[src/jtbt_pkg.sv]
// ----------------------------------------------------------------------------
// jtbt_pkg
// Types and codes of the journal transaction block tracker.
// ----------------------------------------------------------------------------
package jtbt_pkg;

	localparam int BLK_W      = 32;
	localparam int STATUS_W   = 3;
	localparam int SLOT_W     = 5;
	localparam int COUNT_W    = 6;
	localparam int CFG_IDX_W  = 2;
	localparam int CFG_DATA_W = 11;
	localparam int LRB_W      = 11;
	localparam int RSV_W      = 6;

	localparam logic [COUNT_W-1:0] OPS_MAX = 6'd63;

	localparam logic [1:0] REQ_BEGIN = 2'd0;
	localparam logic [1:0] REQ_END   = 2'd1;
	localparam logic [1:0] REQ_WRITE = 2'd2;
	localparam logic [1:0] REQ_DRAIN = 2'd3;

	localparam logic [STATUS_W-1:0] STS_OK        = 3'd0;
	localparam logic [STATUS_W-1:0] STS_WAIT      = 3'd1;
	localparam logic [STATUS_W-1:0] STS_COMMIT    = 3'd2;
	localparam logic [STATUS_W-1:0] STS_TOO_BIG   = 3'd3;
	localparam logic [STATUS_W-1:0] STS_OUTSIDE   = 3'd4;
	localparam logic [STATUS_W-1:0] STS_BAD_END   = 3'd5;
	localparam logic [STATUS_W-1:0] STS_NO_COMMIT = 3'd6;

	localparam logic [CFG_IDX_W-1:0] CFG_LOG_REGION = 2'd0;
	localparam logic [CFG_IDX_W-1:0] CFG_PER_OP     = 2'd1;

	localparam logic [LRB_W-1:0] LRB_RESET = 11'd30;
	localparam logic [RSV_W-1:0] RSV_RESET = 6'd10;

	typedef struct packed {
		logic [1:0]       req_type;
		logic [BLK_W-1:0] block_number;
	} req_t;

	typedef struct packed {
		logic [STATUS_W-1:0] status;
		logic [SLOT_W-1:0]   slot_index;
		logic                absorbed;
		logic [BLK_W-1:0]    block_out;
		logic                last_of_run;
		logic [COUNT_W-1:0]  entry_count;
		logic [COUNT_W-1:0]  active_ops;
	} result_t;

	typedef struct packed {
		logic [LRB_W-1:0] log_region_blocks;
		logic [RSV_W-1:0] per_op_reserve;
	} cfg_t;

	typedef enum logic [1:0] {
		ST_IDLE,
		ST_SCAN,
		ST_DRAIN
	} seq_state_t;

endpackage

[src/jtbt_table.sv]
// ----------------------------------------------------------------------------
// jtbt_table
// Logged block table: one write port, one registered read port.
// ----------------------------------------------------------------------------
module jtbt_table import jtbt_pkg::*; #(
	parameter int DEPTH = 32,
	parameter int IW    = 5
) (
	input  logic             clk,
	input  logic             we,
	input  logic [IW-1:0]    waddr,
	input  logic [BLK_W-1:0] wdata,
	input  logic             re,
	input  logic [IW-1:0]    raddr,
	output logic [BLK_W-1:0] rdata
);

	logic [BLK_W-1:0] mem_q [DEPTH];
	logic [BLK_W-1:0] rdata_q;

	always_ff @(posedge clk) begin
		if (we) begin
			mem_q[waddr] <= wdata;
		end
	end

	always_ff @(posedge clk) begin
		if (re) begin
			rdata_q <= mem_q[raddr];
		end
	end

	assign rdata = rdata_q;

endmodule

[src/jtbt_seq.sv]
// ----------------------------------------------------------------------------
// jtbt_seq
// Request sequencer: admission, end, absorbing search and drain over the table.
// ----------------------------------------------------------------------------
module jtbt_seq import jtbt_pkg::*; #(
	parameter int TABLE_DEPTH = 32,
	parameter int IW          = 5,
	parameter int CW          = 6
) (
	input  logic             clk,
	input  logic             arst_n,
	input  logic             start,
	output logic             busy,
	input  req_t             req,
	input  cfg_t             cfg,
	output logic             done,
	output result_t          result,
	output logic             mem_we,
	output logic [IW-1:0]    mem_waddr,
	output logic [BLK_W-1:0] mem_wdata,
	output logic             mem_re,
	output logic [IW-1:0]    mem_raddr,
	input  logic [BLK_W-1:0] mem_rdata
);

	localparam int NEED_W = 14;
	localparam logic [NEED_W-1:0] NEED_LIMIT = NEED_W'(TABLE_DEPTH - 2);
	localparam logic [CW-1:0]     DEPTH_C    = CW'(TABLE_DEPTH);

	seq_state_t state_q, state_d;

	logic [CW-1:0]      entries_q, entries_d;
	logic [COUNT_W-1:0] ops_q, ops_d;
	logic               pending_q, pending_d;
	logic [CW-1:0]      idx_q, idx_d;
	logic               pend_q, pend_d;
	logic [CW-1:0]      pend_idx_q, pend_idx_d;
	logic [CW-1:0]      n_q, n_d;
	logic [BLK_W-1:0]   blk_q, blk_d;
	logic               done_q, done_d;
	result_t            res_q, res_d;

	logic               accept;
	logic [6:0]         ops_inc;
	logic [12:0]        reserve_all;
	logic [NEED_W-1:0]  need;
	logic               wait_c;
	logic [LRB_W-1:0]   limit_raw;
	logic               too_big;
	logic               outside;
	logic               go_scan;
	logic               go_drain;
	logic               scan_issue;
	logic               hit;
	logic               tail;
	logic               drain_issue;
	logic               drain_last;

	assign busy   = (state_q != ST_IDLE);
	assign accept = start && !busy;

	assign ops_inc     = {1'b0, ops_q} + 7'd1;
	assign reserve_all = ops_inc * cfg.per_op_reserve;
	assign need        = NEED_W'(entries_q) + NEED_W'(reserve_all);
	assign wait_c      = pending_q || (ops_q == OPS_MAX) || (need > NEED_LIMIT);

	assign limit_raw = (cfg.log_region_blocks >= 11'd2) ? cfg.log_region_blocks - 11'd2 : '0;
	assign too_big   = (12'(entries_q) >= 12'(limit_raw)) || (entries_q >= DEPTH_C);
	assign outside   = (ops_q == '0) || pending_q;

	assign go_scan  = (req.req_type == REQ_WRITE) && !too_big && !outside && (entries_q != '0);
	assign go_drain = (req.req_type == REQ_DRAIN) && pending_q && (entries_q != '0);

	assign scan_issue  = (idx_q < entries_q);
	assign hit         = pend_q && (mem_rdata == blk_q);
	assign tail        = pend_q && !hit && (pend_idx_q == entries_q - CW'(1));
	assign drain_issue = (idx_q < n_q);
	assign drain_last  = (pend_idx_q == n_q - CW'(1));

	always_comb begin
		state_d = state_q;
		unique case (state_q)
			ST_IDLE: begin
				if (accept && go_scan) begin
					state_d = ST_SCAN;
				end else if (accept && go_drain) begin
					state_d = ST_DRAIN;
				end
			end
			ST_SCAN: begin
				if (hit || tail) begin
					state_d = ST_IDLE;
				end
			end
			ST_DRAIN: begin
				if (pend_q && drain_last) begin
					state_d = ST_IDLE;
				end
			end
			default: state_d = ST_IDLE;
		endcase
	end

	always_comb begin
		entries_d  = entries_q;
		ops_d      = ops_q;
		pending_d  = pending_q;
		idx_d      = idx_q;
		pend_d     = 1'b0;
		pend_idx_d = pend_idx_q;
		n_d        = n_q;
		blk_d      = blk_q;
		done_d     = 1'b0;
		res_d      = '0;
		mem_we     = 1'b0;
		mem_waddr  = entries_q[IW-1:0];
		mem_wdata  = blk_q;
		mem_re     = 1'b0;
		mem_raddr  = idx_q[IW-1:0];
		unique case (state_q)
			ST_IDLE: begin
				if (accept) begin
					res_d.last_of_run = 1'b1;
					unique case (req.req_type)
						REQ_BEGIN: begin
							done_d = 1'b1;
							if (wait_c) begin
								res_d.status = STS_WAIT;
							end else begin
								ops_d        = ops_q + COUNT_W'(1);
								res_d.status = STS_OK;
							end
						end
						REQ_END: begin
							done_d = 1'b1;
							if (pending_q || (ops_q == '0)) begin
								res_d.status = STS_BAD_END;
							end else begin
								ops_d = ops_q - COUNT_W'(1);
								if (ops_q == COUNT_W'(1)) begin
									pending_d    = 1'b1;
									res_d.status = STS_COMMIT;
								end else begin
									res_d.status = STS_OK;
								end
							end
						end
						REQ_WRITE: begin
							if (too_big) begin
								done_d       = 1'b1;
								res_d.status = STS_TOO_BIG;
							end else if (outside) begin
								done_d       = 1'b1;
								res_d.status = STS_OUTSIDE;
							end else if (entries_q == '0) begin
								mem_we       = 1'b1;
								mem_waddr    = '0;
								mem_wdata    = req.block_number;
								entries_d    = CW'(1);
								done_d       = 1'b1;
								res_d.status = STS_OK;
							end else begin
								blk_d = req.block_number;
								idx_d = '0;
							end
						end
						REQ_DRAIN: begin
							if (!pending_q) begin
								done_d       = 1'b1;
								res_d.status = STS_NO_COMMIT;
							end else begin
								n_d       = entries_q;
								entries_d = '0;
								ops_d     = '0;
								pending_d = 1'b0;
								idx_d     = '0;
								if (entries_q == '0) begin
									done_d       = 1'b1;
									res_d.status = STS_OK;
								end
							end
						end
						default: ;
					endcase
				end
			end
			ST_SCAN: begin
				mem_re     = scan_issue;
				pend_d     = scan_issue;
				pend_idx_d = idx_q;
				idx_d      = idx_q + CW'(scan_issue);
				if (hit) begin
					done_d            = 1'b1;
					res_d.status      = STS_OK;
					res_d.slot_index  = SLOT_W'(pend_idx_q);
					res_d.absorbed    = 1'b1;
					res_d.last_of_run = 1'b1;
				end else if (tail) begin
					mem_we            = 1'b1;
					entries_d         = entries_q + CW'(1);
					done_d            = 1'b1;
					res_d.status      = STS_OK;
					res_d.slot_index  = SLOT_W'(entries_q);
					res_d.last_of_run = 1'b1;
				end
			end
			ST_DRAIN: begin
				mem_re     = drain_issue;
				pend_d     = drain_issue;
				pend_idx_d = idx_q;
				idx_d      = idx_q + CW'(drain_issue);
				if (pend_q) begin
					done_d            = 1'b1;
					res_d.status      = STS_OK;
					res_d.slot_index  = SLOT_W'(pend_idx_q);
					res_d.block_out   = mem_rdata;
					res_d.last_of_run = drain_last;
				end
			end
			default: ;
		endcase
		res_d.entry_count = COUNT_W'(entries_d);
		res_d.active_ops  = ops_d;
	end

	always_ff @(posedge clk or negedge arst_n) begin
		if (!arst_n) begin
			state_q    <= ST_IDLE;
			entries_q  <= '0;
			ops_q      <= '0;
			pending_q  <= 1'b0;
			idx_q      <= '0;
			pend_q     <= 1'b0;
			pend_idx_q <= '0;
			n_q        <= '0;
			done_q     <= 1'b0;
		end else begin
			state_q    <= state_d;
			entries_q  <= entries_d;
			ops_q      <= ops_d;
			pending_q  <= pending_d;
			idx_q      <= idx_d;
			pend_q     <= pend_d;
			pend_idx_q <= pend_idx_d;
			n_q        <= n_d;
			done_q     <= done_d;
		end
	end

	always_ff @(posedge clk) begin
		blk_q <= blk_d;
		res_q <= res_d;
	end

	assign done   = done_q;
	assign result = res_q;

endmodule

[src/journal_transaction_block_tracker.sv]
// ----------------------------------------------------------------------------
// journal_transaction_block_tracker
// Write-ahead journal transaction tracker with block absorption.
// ----------------------------------------------------------------------------
//  channel   signals                              transfer
//  request   start, busy, req                     start && !busy
//  result    done, result                         one cycle per done pulse
//  config    cfg_valid, cfg_ready, cfg_index/data cfg_valid && cfg_ready
//
//  Begin, end, rejected writes, writes into an empty table, rejected drains
//  and drains of no entries: result in the cycle after the request. A write
//  that searches walks the logged slots through the single table read port,
//  one compare per slot. A drain of n entries emits one result per cycle.
//  Reset clears counts and the commit flag; table contents are not cleared.
//  busy stays high for the whole search or drain; results cannot be stalled.
// ----------------------------------------------------------------------------
module journal_transaction_block_tracker import jtbt_pkg::*; #(
	parameter int TABLE_DEPTH = 32
) (
	input  logic                  clk,
	input  logic                  arst_n,
	input  logic                  start,
	output logic                  busy,
	input  req_t                  req,
	output logic                  done,
	output result_t               result,
	input  logic                  cfg_valid,
	output logic                  cfg_ready,
	input  logic [CFG_IDX_W-1:0]  cfg_index,
	input  logic [CFG_DATA_W-1:0] cfg_data
);

	localparam int IW = $clog2(TABLE_DEPTH);
	localparam int CW = $clog2(TABLE_DEPTH + 1);

	cfg_t             cfg_q;
	logic             mem_we;
	logic [IW-1:0]    mem_waddr;
	logic [BLK_W-1:0] mem_wdata;
	logic             mem_re;
	logic [IW-1:0]    mem_raddr;
	logic [BLK_W-1:0] mem_rdata;

	assign cfg_ready = 1'b1;

	always_ff @(posedge clk or negedge arst_n) begin
		if (!arst_n) begin
			cfg_q.log_region_blocks <= LRB_RESET;
			cfg_q.per_op_reserve    <= RSV_RESET;
		end else if (cfg_valid && cfg_ready) begin
			if (cfg_index == CFG_LOG_REGION) begin
				cfg_q.log_region_blocks <= cfg_data[LRB_W-1:0];
			end else if (cfg_index == CFG_PER_OP) begin
				cfg_q.per_op_reserve <= cfg_data[RSV_W-1:0];
			end
		end
	end

	jtbt_seq #(
		.TABLE_DEPTH(TABLE_DEPTH),
		.IW(IW),
		.CW(CW)
	) u_seq (
		.clk(clk),
		.arst_n(arst_n),
		.start(start),
		.busy(busy),
		.req(req),
		.cfg(cfg_q),
		.done(done),
		.result(result),
		.mem_we(mem_we),
		.mem_waddr(mem_waddr),
		.mem_wdata(mem_wdata),
		.mem_re(mem_re),
		.mem_raddr(mem_raddr),
		.mem_rdata(mem_rdata)
	);

	jtbt_table #(
		.DEPTH(TABLE_DEPTH),
		.IW(IW)
	) u_table (
		.clk(clk),
		.we(mem_we),
		.waddr(mem_waddr),
		.wdata(mem_wdata),
		.re(mem_re),
		.raddr(mem_raddr),
		.rdata(mem_rdata)
	);

endmodule

[config.mk]
export PLATFORM = sky130hd
export DESIGN_NAME = journal_transaction_block_tracker
export DESIGN_NICKNAME = d
export VERILOG_FILES = /design/src/jtbt_pkg.sv /design/src/jtbt_table.sv /design/src/jtbt_seq.sv /design/src/journal_transaction_block_tracker.sv
export SDC_FILE = /design/constraint.sdc
export NUM_CORES = 1
export LEC_CHECK = 0
export BUFFER_PORTS_ARGS = -buffer_cell sky130_fd_sc_hd__buf_2
export CAP_MARGIN = 20
export CORE_AREA = 2 2 470 286
export DETAILED_ROUTE_END_ITERATION = 16
export DIE_AREA = 0 0 472 288
export GPL_TIMING_DRIVEN = 0
export SLEW_MARGIN = 30
export SYNTH_ARGS = -nofsm -noshare
export SYNTH_HDL_FRONTEND = slang
export SYNTH_SLANG_ARGS = --single-unit
[constraint.sdc]
create_clock -name clk -period 6.6 [get_ports clk]
set_input_delay 1.98 -clock clk [delete_from_list [all_inputs] [get_ports clk]]
set_output_delay 1.98 -clock clk [all_outputs]
set_load 0.1 [all_outputs]
==> summary.md <==
| Metric | Value |
|---|---|
| Asr flop ratio synth | `0.0436` |
| HPWL Detailed | `89.3 mm` |
| Max layer used | `met5` |
| Total Wirelength | `129 mm` |
| Final nets | `2816` |
| Number of max-cap violations | `0` |
| Syn Area/Cell | `20.3 µm²` |
| Met1 Routed Length | `~55 mm` |
| Reg area | `0.0351 mm²` |
| Clock Skew | `53.1 ps` |
| Lkg Pwr | `19.1 nW` |
| #FFs+latches synth | `between 1000 and 1500` |
| Clk slew on worst S/H paths | `roughly 60 ps` |
| Post-synth top flop | `edfxtp_1` |
| Post-synth top area share | `0.675` |
| I/O Pins | `108` |
| Max FO, Critical Path | `14` |
| Vias in the first global route | `25100` |
| Final count of negative-setup-slack endpoints | `0` |
| Critical Path Start Type | `flip-flop` |
| Number of DRC markers in iteration 0 | `3359` |
| TNS Setup | `0 ps` |
| Horiz. Die Dim | `roughly 470 µm` |
| PD cells | `305 mW/mm²` |
| Antenna violations before repair | `6` |
| Total number of yosys warnings | `0` |
| Post-synth cell types | `69` |
| Worst Setup Slack post-DPL | `-582 ps` |
| Residual DRC count | `0` |
| Final hold vios | `0` |
| RSZ-0062 raised after global routing | `no` |
| Starting Density | `0.366` |
| Root Buffer Master | `clkbuf_16` |
| Num rows | `about 100` |
| Crit end category | `flip-flop` |
| Wire per inst | `approximately 29 µm` |
| Synth top area cells | `edfxtp_1 (68%), mux4_2 (15%), dfrtp_1 (2.4%)` |
| Period utilization | `0.980` |
| Worst path arrival time | `6850 ps` |
| Die height | `288 µm` |
| Hold buffers post-CTS | `0` |
| Gp weighted congestion | `about 0.9` |
| H-tree level count | `3` |
| Highest clock rate | `0.155 GHz` |
| Worst rel slew slack | `0.280` |
| RR Startpoint | `cfg_q[8]` |
| Core area | `0.132 mm²` |
| CP required | `6980 ps` |
| Filler cells | `11200` |
| Clk buf depth | `3` |
| Fin. max-slew vios | `0` |
| Area growth syn-to-layout | `17.8%` |
| Post-synth top area cell | `edfxtp_1` |
| Die ar. | `0.136 mm²` |
| Placed Cells | `4300` |
| Post-synthesis sequential area ratio | `0.725` |
| Number of flops mapped to enable cells by yosys | `1088` |
| Final std cells w/o fill | `approximately 4500` |
| Clk sinks | `1194` |
| Worst-Skew Late Latency | `720 ps` |
| Met3 WL | `~13 mm` |
| Mapped cell area | `0.0484 mm²` |
| Fraction of layout cells with a size suffix above 1 | `0.314` |
| HP Start | `cfg_q[16]` |
| Worst slew pin tran | `1070 ps` |
| GR Overflow Total | `0` |
| Worst Slack Setup Final | `about 130 ps` |
| Global-route wire length before repair | `approximately 180 mm` |
| Critical Path Start | `cfg_q[8]` |
| CTS tree | `yes` |
| DR vias | `25400` |
| Drt first pass iters | `10` |
| Crit path kind | `flip-flop to flip-flop` |
| Post-synth net total | `2522` |
| Area of the multi-input gates | `0.0131 mm²` |
| WL met2 | `between 50 and 60 mm` |
| Cells after synthesis | `2380` |
| Largest net degree at the start of global routing | `between 50 and 60` |
| Min Tclk post-route | `approximately 6500 ps` |
| Port Buffer Count | `106` |
| Status | `finished, final reports clean` |
| Peak supply drop | `0.253 mV` |
| CTS Buf Count | `112` |
| Vias per inst | `about 5.6` |
| DRT antenna net count | `0` |
| HP Class | `flip-flop to flip-flop` |
| Total GRT Usage | `0.188` |
| Diodes inserted | `0` |
==> cell usage in the layout (no fill, tap or decap), drive strengths merged, types with 19 or more instances in the layout <==
cell type and instances:
fa 24, and2 20, nand2b 19, nor2b 31, o21ai 40, clkinv 30, mux4 320, and3 39
nor2 66, nor3 20, nand3 25, clkbuf 228, xor2 50, a21oi 31, dfxtp 54, edfxtp 1088
nand2 53, ha 67, buf 214, inv 51, dfrtp 46, mux2 85
==> state kept, by name (all words and copies together) (netlist names) <==
name / count
u_seq.pending_q: 1
u_seq.pend_idx_q: 6
u_seq.result: 54
u_table.rdata: 32
u_seq.pend_q: 1
u_seq.state_q: 2
u_seq.blk_q: 32
u_seq.idx_q: 6
u_seq.entries_q: 6
u_table.mem_q: 1024
cfg_q: 17
u_seq.done: 1
u_seq.n_q: 6
u_seq.ops_q: 6
==> metal layers <==
metal	up-vias	global-route usage
li1	10300	-
met5	-	0
met2	1351	0.283
met3	212	0.0429
met1	13500	0.277
met4	4	0.0490
==> power breakdown <==
part	switching (mW)	leakage, nW	internal (mW)
registers	0.0603	10.8	8.21
logic	1.47	6.47	1.07
clock network	2.83	1.78	3.72
total	4.36	19.1	13.0
==> Yosys cell counts (10+ instances only) <==
library cell and instances:
mux4_2 320, dfrtp_1 46, nor2b_1 31, nand2_1 53
nand2b_1 19, ha_1 67, a21o_1 10, nor4_1 11
buf_1 27, nand4_1 15, xnor2_1 14, and2_1 19
xor2_1 50, dfxtp_1 54, fa_1 24, clkbuf_1 79
nor3_1 20, o21ai_0 40, inv_1 42, a21oi_1 31
and3_1 39, mux2_2 85, edfxtp_1 1088, nand3_1 25
nor2_1 66
==> stage by stage <==
stage | total power [mW] | area, µm² | utilization | hold WS, ps
after floorplan | 10.1 | 48400 | - | 482
after global placement | 10.8 | 51100 | 0.387 | 493
after detailed placement | 10.9 | 53100 | 0.402 | 501
after CTS | 17.4 | 56900 | 0.430 | 514
after global routing | 18.0 | 57000 | 0.431 | 534
final | 17.4 | 57000 | 0.431 | 510
==> worst max-delay path, cell delays in order, from the launching register on <==
cell       delay, ps
dfstp_2          390
inv_1            100
ha_1             240
nor3b_1          410
or4b_2           650
and2_1           190
ha_1             250
nand2b_1         130
a2111oi_0        430
o21ai_0          490
a2111o_1         520
clkbuf_2         360
o21ai_0          360
nand4_1          540
nor2_4           620
buf_16           230
buf_16           180
==> cells by family (layout without fill, tap and decap cells) <==
logic type	after synthesis	count (layout)	share of synthesized area
xor+xnor	64	64	0.0116
compound gates	137	137	0.0185
fa+ha+maj	91	91	0.0273
other cells	1	1	0.0000775
simple gates	326	326	0.0357
flops	1194	1194	0.725
buf+inv	158	546	0.0128
mux	409	409	0.170
==> final timing paths <==
| kind | slack [ps] | to | cells past startpoint |
|---|---|---|---|
| min reg2reg | 510 | cfg_q[16] | 1 |
| min | 510 | cfg_q[16] | 1 |
| max in group asynchronous | 4750 | u_seq.ops_q[4] | 1 |
| max reg2reg | 130 | u_table.mem_q[17][27] | 16 |
| max | 130 | u_table.mem_q[17][27] | 16 |
| min in group asynchronous | 1330 | u_seq.ops_q[1] | 1 |
==> final cells by class <==
class | count | area share
sequential | 1194 | 0.615
multi-input combinational | 1028 | 0.229
clock buffer | 148 | 0.0517
timing repair buffer | 181 | 0.0403
tap | 1749 | 0.0384
clock inverter | 60 | 0.0133
buffer | 113 | 0.00894
inverter | 44 | 0.00290
==> repair_timing <==
| item | 4_1_cts | 5_1_grt |
|---|---|---|
| endpoints found under the setup margin | 21 | 78 |
| pin swaps | 1 | 9 |
| gates resized for setup | 7 | 14 |
| setup buffers | 1 | 9 |
No activity file was read; power rests on OpenSTA's default activity.
